===== config.mk =====
export PLATFORM = sky130hd
export DESIGN_NAME = ellipse_rect_rasterizer
export DESIGN_NICKNAME = d
export VERILOG_FILES = /design/src/rtl/ellr_pkg.sv /design/src/rtl/ellipse_rect_rasterizer.sv /design/src/rtl/ellr_mul.sv /design/src/rtl/ellr_core.sv
export SDC_FILE = /design/constraint.sdc
export NUM_CORES = 1
export LEC_CHECK = 0
export BUFFER_PORTS_ARGS = -buffer_cell sky130_fd_sc_hd__buf_2
export CORE_MARGIN = 1.5
export CORE_UTILIZATION = 30
export CTS_CLUSTER_DIAMETER = 150
export CTS_CLUSTER_SIZE = 40
export DETAILED_ROUTE_END_ITERATION = 10
export PLACE_DENSITY = 0.43
export RECOVER_POWER = 25
export SLEW_MARGIN = 10
export SYNTH_ARGS = -nofsm -noshare
export SYNTH_HDL_FRONTEND = slang
export SYNTH_SLANG_ARGS = --single-unit

===== constraint.sdc =====
create_clock -name aclk -period 10.3 [get_ports aclk]
set_input_delay 0 -clock aclk [delete_from_list [all_inputs] [get_ports aclk]]
set_output_delay 0 -clock aclk [all_outputs]
set_load 0.05 [all_outputs]

===== src/rtl/ellr_pkg.sv =====
// ----------------------------------------------------------------------------
// ellr_pkg
// Shared types, widths and helpers for the ellipse-in-rectangle rasterizer.
// ----------------------------------------------------------------------------
package ellr_pkg;

    localparam int MAX_SIZE   = 32;
    localparam int RESULT_CAP = 64;

    localparam int IN_W    = 15;                   // box corner coordinates
    localparam int SIZE_W  = 6;                    // box width / height
    localparam int AXIS_W  = $clog2(MAX_SIZE);     // a = w-1, b = h-1
    localparam int SQ_W    = 2 * AXIS_W;           // a*a, b*b
    localparam int MUL_A_W = AXIS_W + 2;           // signed operand, holds 1-a
    localparam int PROD_W  = MUL_A_W + SQ_W + 1;
    localparam int STEP_W  = SQ_W + 3;             // 8*a*a, 8*b*b
    localparam int ERR_W   = 24;                   // ex, ey, err
    localparam int COORD_W = 16;
    localparam int CNT_W   = $clog2(RESULT_CAP);

    localparam int S_TDATA_W = 48;
    localparam int M_TDATA_W = 8 * COORD_W;

    typedef enum logic [7:0] {
        ST_IDLE   = 8'b0000_0001,
        ST_SQA    = 8'b0000_0010,
        ST_SQB    = 8'b0000_0100,
        ST_EXM    = 8'b0000_1000,
        ST_INIT   = 8'b0001_0000,
        ST_WALK_Y = 8'b0010_0000,
        ST_WALK_X = 8'b0100_0000,
        ST_TIP    = 8'b1000_0000
    } ellr_state_t;

    typedef struct packed {
        logic signed [COORD_W-1:0] p0_x;
        logic signed [COORD_W-1:0] p0_y;
        logic signed [COORD_W-1:0] p1_x;
        logic signed [COORD_W-1:0] p1_y;
        logic signed [COORD_W-1:0] p2_x;
        logic signed [COORD_W-1:0] p2_y;
        logic signed [COORD_W-1:0] p3_x;
        logic signed [COORD_W-1:0] p3_y;
        logic                      last;
    } ellr_group_t;

    // zero counts as one, oversize saturates
    function automatic logic [SIZE_W-1:0] clamp_size(input logic [SIZE_W-1:0] v);
        logic [SIZE_W-1:0] r;
        if (v == '0) begin
            r = SIZE_W'(1);
        end else if (v > SIZE_W'(MAX_SIZE)) begin
            r = SIZE_W'(MAX_SIZE);
        end else begin
            r = v;
        end
        return r;
    endfunction

endpackage


===== src/rtl/ellipse_rect_rasterizer.sv =====
// ----------------------------------------------------------------------------
// ellipse_rect_rasterizer
// Traces the ellipse inscribed in a box, four mirrored points per word.
// ----------------------------------------------------------------------------
//  channel | dir | ports                       | word
//  --------+-----+-----------------------------+------------------------------
//  s_      | in  | s_tvalid s_tready s_tdata   | one box: corner and size
//  m_      | out | m_tvalid m_tready m_tdata   | four points; m_tlast on the
//          |     | m_tlast                     | final word of a box
//
//  Sequence: after its accept a box runs through setup (a*a, b*b, (1-a)*b*b
//  on the shared multiplier, then error init), then a y decision followed by
//  an x decision per quadrant-walk word, then the tip words, then idle again,
//  where the next box is taken.
//  s_tready is high only while the sequencer is idle; one box at a time.
//  A full output register stalls the sequencer in place, nothing is lost.
//  aresetn (synchronous, active low) clears the sequencer and m_tvalid.
// ----------------------------------------------------------------------------
module ellipse_rect_rasterizer (
    input  logic                               aclk,
    input  logic                               aresetn,
    input  logic                               s_tvalid,
    output logic                               s_tready,
    // box_x[14:0], box_y[29:15], box_width[35:30], box_height[41:36], zero pad
    input  logic [ellr_pkg::S_TDATA_W-1:0]     s_tdata,
    output logic                               m_tvalid,
    input  logic                               m_tready,
    // p0_x[15:0], p0_y[31:16], p1_x[47:32], p1_y[63:48],
    // p2_x[79:64], p2_y[95:80], p3_x[111:96], p3_y[127:112]
    output logic [ellr_pkg::M_TDATA_W-1:0]     m_tdata,
    output logic                               m_tlast
);

    localparam int IW = ellr_pkg::IN_W;
    localparam int SW = ellr_pkg::SIZE_W;

    logic                   core_idle;
    logic                   core_push;
    logic                   out_free;
    ellr_pkg::ellr_group_t  core_group;

    logic                               m_tvalid_reg;
    logic [ellr_pkg::M_TDATA_W-1:0]     m_tdata_reg;
    logic                               m_tlast_reg;

    // output register can take a word when empty or being drained this cycle
    assign out_free = !m_tvalid_reg || m_tready;
    assign s_tready = core_idle;

    ellr_core u_core (
        .aclk       (aclk),
        .aresetn    (aresetn),
        .start      (s_tvalid && core_idle),
        .box_x      ($signed(s_tdata[IW-1:0])),
        .box_y      ($signed(s_tdata[2*IW-1:IW])),
        .box_width  (s_tdata[2*IW+SW-1:2*IW]),
        .box_height (s_tdata[2*IW+2*SW-1:2*IW+SW]),
        .out_free   (out_free),
        .idle       (core_idle),
        .push       (core_push),
        .group      (core_group)
    );

    always_ff @(posedge aclk) begin
        if (!aresetn) begin
            m_tvalid_reg <= 1'b0;
        end else if (core_push) begin
            m_tvalid_reg <= 1'b1;
        end else if (m_tready) begin
            m_tvalid_reg <= 1'b0;
        end
    end

    // payload: no reset needed
    always_ff @(posedge aclk) begin
        if (core_push) begin
            m_tdata_reg <= {core_group.p3_y, core_group.p3_x,
                            core_group.p2_y, core_group.p2_x,
                            core_group.p1_y, core_group.p1_x,
                            core_group.p0_y, core_group.p0_x};
            m_tlast_reg <= core_group.last;
        end
    end

    assign m_tvalid = m_tvalid_reg;
    assign m_tdata  = m_tdata_reg;
    assign m_tlast  = m_tlast_reg;

endmodule


===== src/rtl/ellr_mul.sv =====
// ----------------------------------------------------------------------------
// ellr_mul
// Shared small signed multiplier with registered product (setup squares).
// ----------------------------------------------------------------------------
module ellr_mul (
    input  logic                                 aclk,
    input  logic signed [ellr_pkg::MUL_A_W-1:0]  op_a,
    input  logic        [ellr_pkg::SQ_W-1:0]     op_b,
    output logic signed [ellr_pkg::PROD_W-1:0]   prod
);

    logic signed [ellr_pkg::PROD_W-1:0] prod_reg;
    logic signed [ellr_pkg::SQ_W:0]     op_b_s;

    assign op_b_s = $signed({1'b0, op_b});

    always_ff @(posedge aclk) begin
        prod_reg <= ellr_pkg::PROD_W'(op_a * op_b_s);
    end

    assign prod = prod_reg;

endmodule


===== src/rtl/ellr_core.sv =====
// ----------------------------------------------------------------------------
// ellr_core
// Sequencer and error-term datapath: setup squares, quadrant walk, tip run.
// ----------------------------------------------------------------------------
module ellr_core (
    input  logic                                aclk,
    input  logic                                aresetn,
    input  logic                                start,
    input  logic signed [ellr_pkg::IN_W-1:0]    box_x,
    input  logic signed [ellr_pkg::IN_W-1:0]    box_y,
    input  logic        [ellr_pkg::SIZE_W-1:0]  box_width,
    input  logic        [ellr_pkg::SIZE_W-1:0]  box_height,
    input  logic                                out_free,
    output logic                                idle,
    output logic                                push,
    output ellr_pkg::ellr_group_t               group
);

    localparam int CW = ellr_pkg::COORD_W;
    localparam int EW = ellr_pkg::ERR_W;
    localparam logic [ellr_pkg::SIZE_W-1:0] SIZE_ONE = ellr_pkg::SIZE_W'(1);

    ellr_pkg::ellr_state_t state_reg, state_next;

    logic        [ellr_pkg::AXIS_W-1:0] a_reg, a_next;
    logic        [ellr_pkg::AXIS_W-1:0] b_reg, b_next;
    logic                               odd_reg, odd_next;
    logic        [ellr_pkg::SQ_W-1:0]   aa_reg, aa_next;
    logic        [ellr_pkg::SQ_W-1:0]   bb_reg, bb_next;
    logic signed [CW-1:0]               x0_reg, x0_next, x1_reg, x1_next;
    logic signed [CW-1:0]               y0_reg, y0_next, y1_reg, y1_next;
    logic signed [EW-1:0]               ex_reg, ex_next, ey_reg, ey_next;
    logic signed [EW-1:0]               err_reg, err_next;
    logic                               xa_reg, xa_next;
    logic        [ellr_pkg::CNT_W-1:0]  cnt_reg, cnt_next;
    ellr_pkg::ellr_group_t              pend_reg, pend_next;

    logic signed [ellr_pkg::MUL_A_W-1:0] mul_a;
    logic        [ellr_pkg::SQ_W-1:0]    mul_b;
    logic signed [ellr_pkg::PROD_W-1:0]  prod;

    logic        [ellr_pkg::SIZE_W-1:0] w_c, h_c;
    logic                               odd_in;
    logic signed [CW-1:0]               px_c, py_c, y0_init;
    logic signed [EW-1:0]               stepa, stepb, aa_e, ex_init, ey_init;
    logic signed [EW:0]                 e2, ey_w, ex_w;
    logic signed [EW-1:0]               ey_up, ex_up;
    logic                               xstep;
    logic signed [CW:0]                 dx, dy, b_w;
    logic                               more_walk, more_tip, cap;

    ellr_mul u_mul (
        .aclk (aclk),
        .op_a (mul_a),
        .op_b (mul_b),
        .prod (prod)
    );

    assign w_c     = ellr_pkg::clamp_size(box_width);
    assign h_c     = ellr_pkg::clamp_size(box_height);
    // b = h-1 is odd when h is even
    assign odd_in  = ~h_c[0];
    assign px_c    = CW'(box_x);
    assign py_c    = CW'(box_y);
    // (b+1)/2 == h/2
    assign y0_init = py_c + $signed(CW'(h_c >> 1));

    assign stepa   = $signed(EW'({aa_reg, 3'b000}));
    assign stepb   = $signed(EW'({bb_reg, 3'b000}));
    assign aa_e    = $signed(EW'(aa_reg));
    assign ex_init = EW'(prod) <<< 2;
    assign ey_init = odd_reg ? (aa_e <<< 3) : (aa_e <<< 2);

    assign e2      = {err_reg, 1'b0};
    assign ey_w    = {ey_reg[EW-1], ey_reg};
    assign ex_w    = {ex_reg[EW-1], ex_reg};
    assign ey_up   = ey_reg + stepa;
    assign ex_up   = ex_reg + stepb;
    assign xstep   = xa_reg || (e2 > ey_w);

    assign dx        = (CW+1)'(x1_reg) - (CW+1)'(x0_reg);
    assign dy        = (CW+1)'(y0_reg) - (CW+1)'(y1_reg);
    assign b_w       = $signed((CW+1)'(b_reg));
    assign more_walk = xstep ? (dx >= (CW+1)'(2)) : (dx >= '0);
    assign cap       = (cnt_reg == '1);

    always_comb begin
        mul_a = $signed(ellr_pkg::MUL_A_W'(a_reg));
        mul_b = ellr_pkg::SQ_W'(a_reg);
        unique case (state_reg)
            ellr_pkg::ST_SQB: begin
                mul_a = $signed(ellr_pkg::MUL_A_W'(b_reg));
                mul_b = ellr_pkg::SQ_W'(b_reg);
            end
            ellr_pkg::ST_EXM: begin
                mul_a = ellr_pkg::MUL_A_W'(1) - $signed(ellr_pkg::MUL_A_W'(a_reg));
                mul_b = prod[ellr_pkg::SQ_W-1:0];
            end
            default: ;
        endcase
    end

    always_comb begin
        state_next = state_reg;
        a_next     = a_reg;
        b_next     = b_reg;
        odd_next   = odd_reg;
        aa_next    = aa_reg;
        bb_next    = bb_reg;
        x0_next    = x0_reg;
        x1_next    = x1_reg;
        y0_next    = y0_reg;
        y1_next    = y1_reg;
        ex_next    = ex_reg;
        ey_next    = ey_reg;
        err_next   = err_reg;
        xa_next    = xa_reg;
        cnt_next   = cnt_reg;
        pend_next  = pend_reg;
        push       = 1'b0;
        group      = pend_reg;
        more_tip   = dy < b_w;

        unique case (state_reg)
            ellr_pkg::ST_IDLE: begin
                if (start) begin
                    a_next     = ellr_pkg::AXIS_W'(w_c - SIZE_ONE);
                    b_next     = ellr_pkg::AXIS_W'(h_c - SIZE_ONE);
                    odd_next   = odd_in;
                    x0_next    = px_c;
                    x1_next    = px_c + $signed(CW'(w_c - SIZE_ONE));
                    y0_next    = y0_init;
                    y1_next    = y0_init - $signed(CW'(odd_in));
                    cnt_next   = '0;
                    state_next = ellr_pkg::ST_SQA;
                end
            end
            ellr_pkg::ST_SQA: begin
                state_next = ellr_pkg::ST_SQB;
            end
            ellr_pkg::ST_SQB: begin
                aa_next    = prod[ellr_pkg::SQ_W-1:0];
                state_next = ellr_pkg::ST_EXM;
            end
            ellr_pkg::ST_EXM: begin
                bb_next    = prod[ellr_pkg::SQ_W-1:0];
                state_next = ellr_pkg::ST_INIT;
            end
            ellr_pkg::ST_INIT: begin
                ex_next    = ex_init;
                ey_next    = ey_init;
                err_next   = ex_init + ey_init + (odd_reg ? aa_e : EW'(0));
                state_next = ellr_pkg::ST_WALK_Y;
            end
            ellr_pkg::ST_WALK_Y: begin
                pend_next = '{p0_x: x1_reg, p0_y: y0_reg, p1_x: x0_reg, p1_y: y0_reg,
                              p2_x: x0_reg, p2_y: y1_reg, p3_x: x1_reg, p3_y: y1_reg,
                              last: 1'b0};
                xa_next   = e2 >= ex_w;
                if (e2 <= ey_w) begin
                    y0_next  = y0_reg + CW'(1);
                    y1_next  = y1_reg - CW'(1);
                    ey_next  = ey_up;
                    err_next = err_reg + ey_up;
                end
                state_next = ellr_pkg::ST_WALK_X;
            end
            ellr_pkg::ST_WALK_X: begin
                group.last = cap || (!more_walk && !more_tip);
                if (out_free) begin
                    push     = 1'b1;
                    cnt_next = cnt_reg + 1'b1;
                    if (xstep) begin
                        x0_next  = x0_reg + CW'(1);
                        x1_next  = x1_reg - CW'(1);
                        ex_next  = ex_up;
                        err_next = err_reg + ex_up;
                    end
                    if (cap) begin
                        state_next = ellr_pkg::ST_IDLE;
                    end else if (more_walk) begin
                        state_next = ellr_pkg::ST_WALK_Y;
                    end else if (more_tip) begin
                        state_next = ellr_pkg::ST_TIP;
                    end else begin
                        state_next = ellr_pkg::ST_IDLE;
                    end
                end
            end
            ellr_pkg::ST_TIP: begin
                group = '{p0_x: x0_reg - CW'(1), p0_y: y0_reg,
                          p1_x: x1_reg + CW'(1), p1_y: y0_reg,
                          p2_x: x0_reg - CW'(1), p2_y: y1_reg,
                          p3_x: x1_reg + CW'(1), p3_y: y1_reg,
                          last: 1'b0};
                // next test after this row: y0-y1 grows by two
                more_tip   = (dy + (CW+1)'(2)) < b_w;
                group.last = cap || !more_tip;
                if (out_free) begin
                    push     = 1'b1;
                    cnt_next = cnt_reg + 1'b1;
                    y0_next  = y0_reg + CW'(1);
                    y1_next  = y1_reg - CW'(1);
                    if (group.last) begin
                        state_next = ellr_pkg::ST_IDLE;
                    end
                end
            end
            default: begin
                state_next = ellr_pkg::ST_IDLE;
            end
        endcase
    end

    always_ff @(posedge aclk) begin
        if (!aresetn) begin
            state_reg <= ellr_pkg::ST_IDLE;
        end else begin
            state_reg <= state_next;
        end
    end

    always_ff @(posedge aclk) begin
        a_reg    <= a_next;
        b_reg    <= b_next;
        odd_reg  <= odd_next;
        aa_reg   <= aa_next;
        bb_reg   <= bb_next;
        x0_reg   <= x0_next;
        x1_reg   <= x1_next;
        y0_reg   <= y0_next;
        y1_reg   <= y1_next;
        ex_reg   <= ex_next;
        ey_reg   <= ey_next;
        err_reg  <= err_next;
        xa_reg   <= xa_next;
        cnt_reg  <= cnt_next;
        pend_reg <= pend_next;
    end

    assign idle = (state_reg == ellr_pkg::ST_IDLE);

endmodule


==> qor.yml <==
arrival_ps: 8150
overflow: 0
max_freq_ghz: 0.131
hold_ws_ps: 28.9
cts_resized: 0
io_buffers: 176
seq_area_frac_synth_pct: 39.2
cts.sinks: 357
place_inst: 4044
start_util_pct: 30.2
ioPinCount: 183
drt-initial-drc-count: 1431
fp-row-count: 109
fin_nets: 3286
cp-start-kind: "flip-flop"
cp.required_ps: 10810
largest_reg_flops: 96
fin_crit_ps: 7640
drt_pre_antenna_iters: 6
grt_max_degree: 90
fp.dieH_um: 301
ir_worst_vdd_mv: 0.0963
avgSynthCellArea_um2: 9.54
p_per_area_mw_per_mm2: 147
worst_slew_pin_slew_ps: 1190
grt_use_total_pct: 16.0
synth_nets: 3140
cts_setup_buffers: 0
finalWirelength_mm: 73.8
htreeDepth: 1
drv_slew: 0
async_reset_ff_share_pct: 0
synth-main-ff-cell: "edfxtp_1"
relSlewSlack_pct: 18.8
vias: 20400
regToRegSetupSlack_ps: 2660
clock_latency_ps: 590
grt_pass1_wl_mm: 114
setup_violations: 0
grt_setup_unrepaired: "no"
ys_warn_count: 0
synth-edff-count: 330
synth_cell_types: 90
area_growth_pct: 10.4
power_mw: 4.32
fin_crit_sh_pct: 74.1
die_width_um: 301
fin_cells: 4113
drc_errors: 0
vias_per_cell: 4.96
dp_hpwl_mm: 57.5
drt.antenna.violating_nets: 0
dieArea_mm2: 0.0906
coreArea_mm2: 0.0882
postLayoutCellArea_mm2: 0.0294
crit_type: "reg -> reg"
outcome: "finished, final reports clean"
dpl-instance-area_mm2: 0.0286
wl_per_cell_um: 17.9
grt_pass1_vias: 20000
drive_gt1_share_pct: 5.70
cts_tree: "yes"
crit_path_end_kind: "flip-flop"
finalHoldViolations: 0
syn_area_mm2: 0.0266
cts.path.max_buffers: 3
globalplace.congestion: 0.843
synth_top_area_share_pct: 37.2
leakagePower_nw: 11.6
worstHoldPathType: "in -> reg"
path_max_fanout: 38
yosysTopAreaCell: "edfxtp_1"
finalSetupTns_ps: 0
numCtsBuffers: 15
fin_skew_ps: 78.3
synth.area.top_cells: "edfxtp_1, ha_1, xnor2_1"
synthCells: 2793
clockRootBuffer: "clkbuf_16"
path_clk_slew_ps: 150
ys_ff_latch: 357
num_antenna_cells: 0
antenna_found_initial: 3
cap_violations: 0
[path summary, 6_finish.rpt]
path | startpoint | endpoint | cells past startpoint
max | u_core.state_reg[5] | u_core.u_mul.prod[17] | 27
min | s_tdata[40] | u_core.b_reg[4] | 3
max reg2reg | u_core.state_reg[5] | u_core.u_mul.prod[17] | 27
min reg2reg | u_core.y1_reg[14] | u_core.pend_reg[47] | 0
[routing by layer]
metal	vias up	track usage, %	part of all wire, %
met5	-	0	0.042
met4	4	3.45	2.0
met3	77	1.56	3.0
met2	344	26.8	47
met1	9781	22.2	48
li1	10200	-	-
[cell usage in the layout (no fill, tap or decap), types with 23 or more instances in the layout]
cell | Yosys | final
ha_1 | 245 | 245
nor3_1 | 59 | 57
dfxtp_1 | 27 | 27
xnor2_1 | 179 | 179
a21oi_1 | 191 | 190
a21o_1 | 51 | 51
nor2_1 | 271 | 269
mux2_2 | 24 | 24
inv_1 | 223 | 222
nand3_1 | 81 | 81
o21ai_0 | 143 | 141
nor4_1 | 23 | 23
buf_2 | 5 | 57
and3_1 | 35 | 34
nand2_1 | 261 | 260
o21bai_1 | 27 | 27
clkbuf_1 | 57 | 122
nand2b_1 | 32 | 32
and2_1 | 28 | 28
xor2_1 | 68 | 68
dlygate4sd3_1 | 0 | 43
nor2b_1 | 30 | 30
o21a_1 | 28 | 28
fa_1 | 50 | 50
edfxtp_1 | 330 | 330
nand4_1 | 24 | 24
[critical path, cell delays in order, from the launching register on]
cell and delay, ps:
dfxtp_1 360, nor2_1 290, nand2_1 150, or3_1 370
or3b_1 460, inv_1 100, buf_4 380, nand2_1 290
inv_1 400, nand2_1 140, fa_1 530, fa_1 540
inv_1 50, fa_1 540, inv_1 60, fa_1 520
inv_1 40, ha_1 320, a21oi_1 240, o21bai_1 110
a21oi_1 240, o21bai_1 100, a21oi_1 230, o21ai_0 160
o41ai_1 470, o21bai_1 130, a21oi_1 190, xnor2_1 130
[what timing repair did]
| action | CTS | global route |
|---|---|---|
| hold endpoints to repair | 53 | 0 |
| endpoints found under the setup margin | 0 | 0 |
| hold buffers | 43 | 0 |
[synthesized netlist by cell type, types with 7 or more instances]
cell,count
o31a_1,7
buf_4,32
nor4_1,23
or3_1,19
ha_1,245
nor3_1,59
and2_1,28
clkbuf_1,57
a22oi_1,14
nor3b_1,8
nand2b_1,32
a211oi_1,18
o211ai_1,17
o21a_1,28
nand4_1,24
o21bai_1,27
nor2_1,271
edfxtp_1,330
fa_1,50
nand2_1,261
o21ai_1,13
o2111ai_1,8
inv_1,223
mux2i_1,8
or2_2,15
mux2_2,24
and3_1,35
dfxtp_1,27
xor2_1,68
a31oi_1,15
nand3_1,81
a21o_1,51
xnor2_1,179
buf_1,10
o21ai_0,143
a21oi_1,191
nor2b_1,30
[final cells by class]
class	instances	area (um2)
well taps	1165	1460
multi-input cells	2105	14900
clock inverters	7	118
flip-flops and latches	357	10500
inverters	226	850
repair buffers	234	1270
clock buffers	19	400
fillers	9083	58800
[cells by family (layout without fill, tap and decap cells)]
family,after synthesis,count (layout),synth area share (%)
and+or+nand+nor,918,918,16.3
AOI/OAI and AO/OA,611,611,14.5
DFF,357,357,39.2
buffers and inverters,331,486,5.17
adders and majority gates,295,295,15.3
xor gates and xnor gates,248,248,8.23
muxes,32,32,1.32
other,1,1,0.0141
[where the power goes]
group,internal (mW),leakage (nW),switching (mW)
sequential,1.72,3.28,0.156
clock,0.305,0.247,0.527
combinational,0.670,8.07,0.943
total,2.70,11.6,1.63
[stage by stage]
step           utilization, %  setup WS [ps]
6_report                 33.3           2660
5_1_grt                  33.3           2000
4_1_cts                  33.5           2610
3_5_place_dp             32.4           2680
3_3_place_gp             32.4           2750
2_1_floorplan               -           3560
No activity file was read; power rests on OpenSTA's default activity.
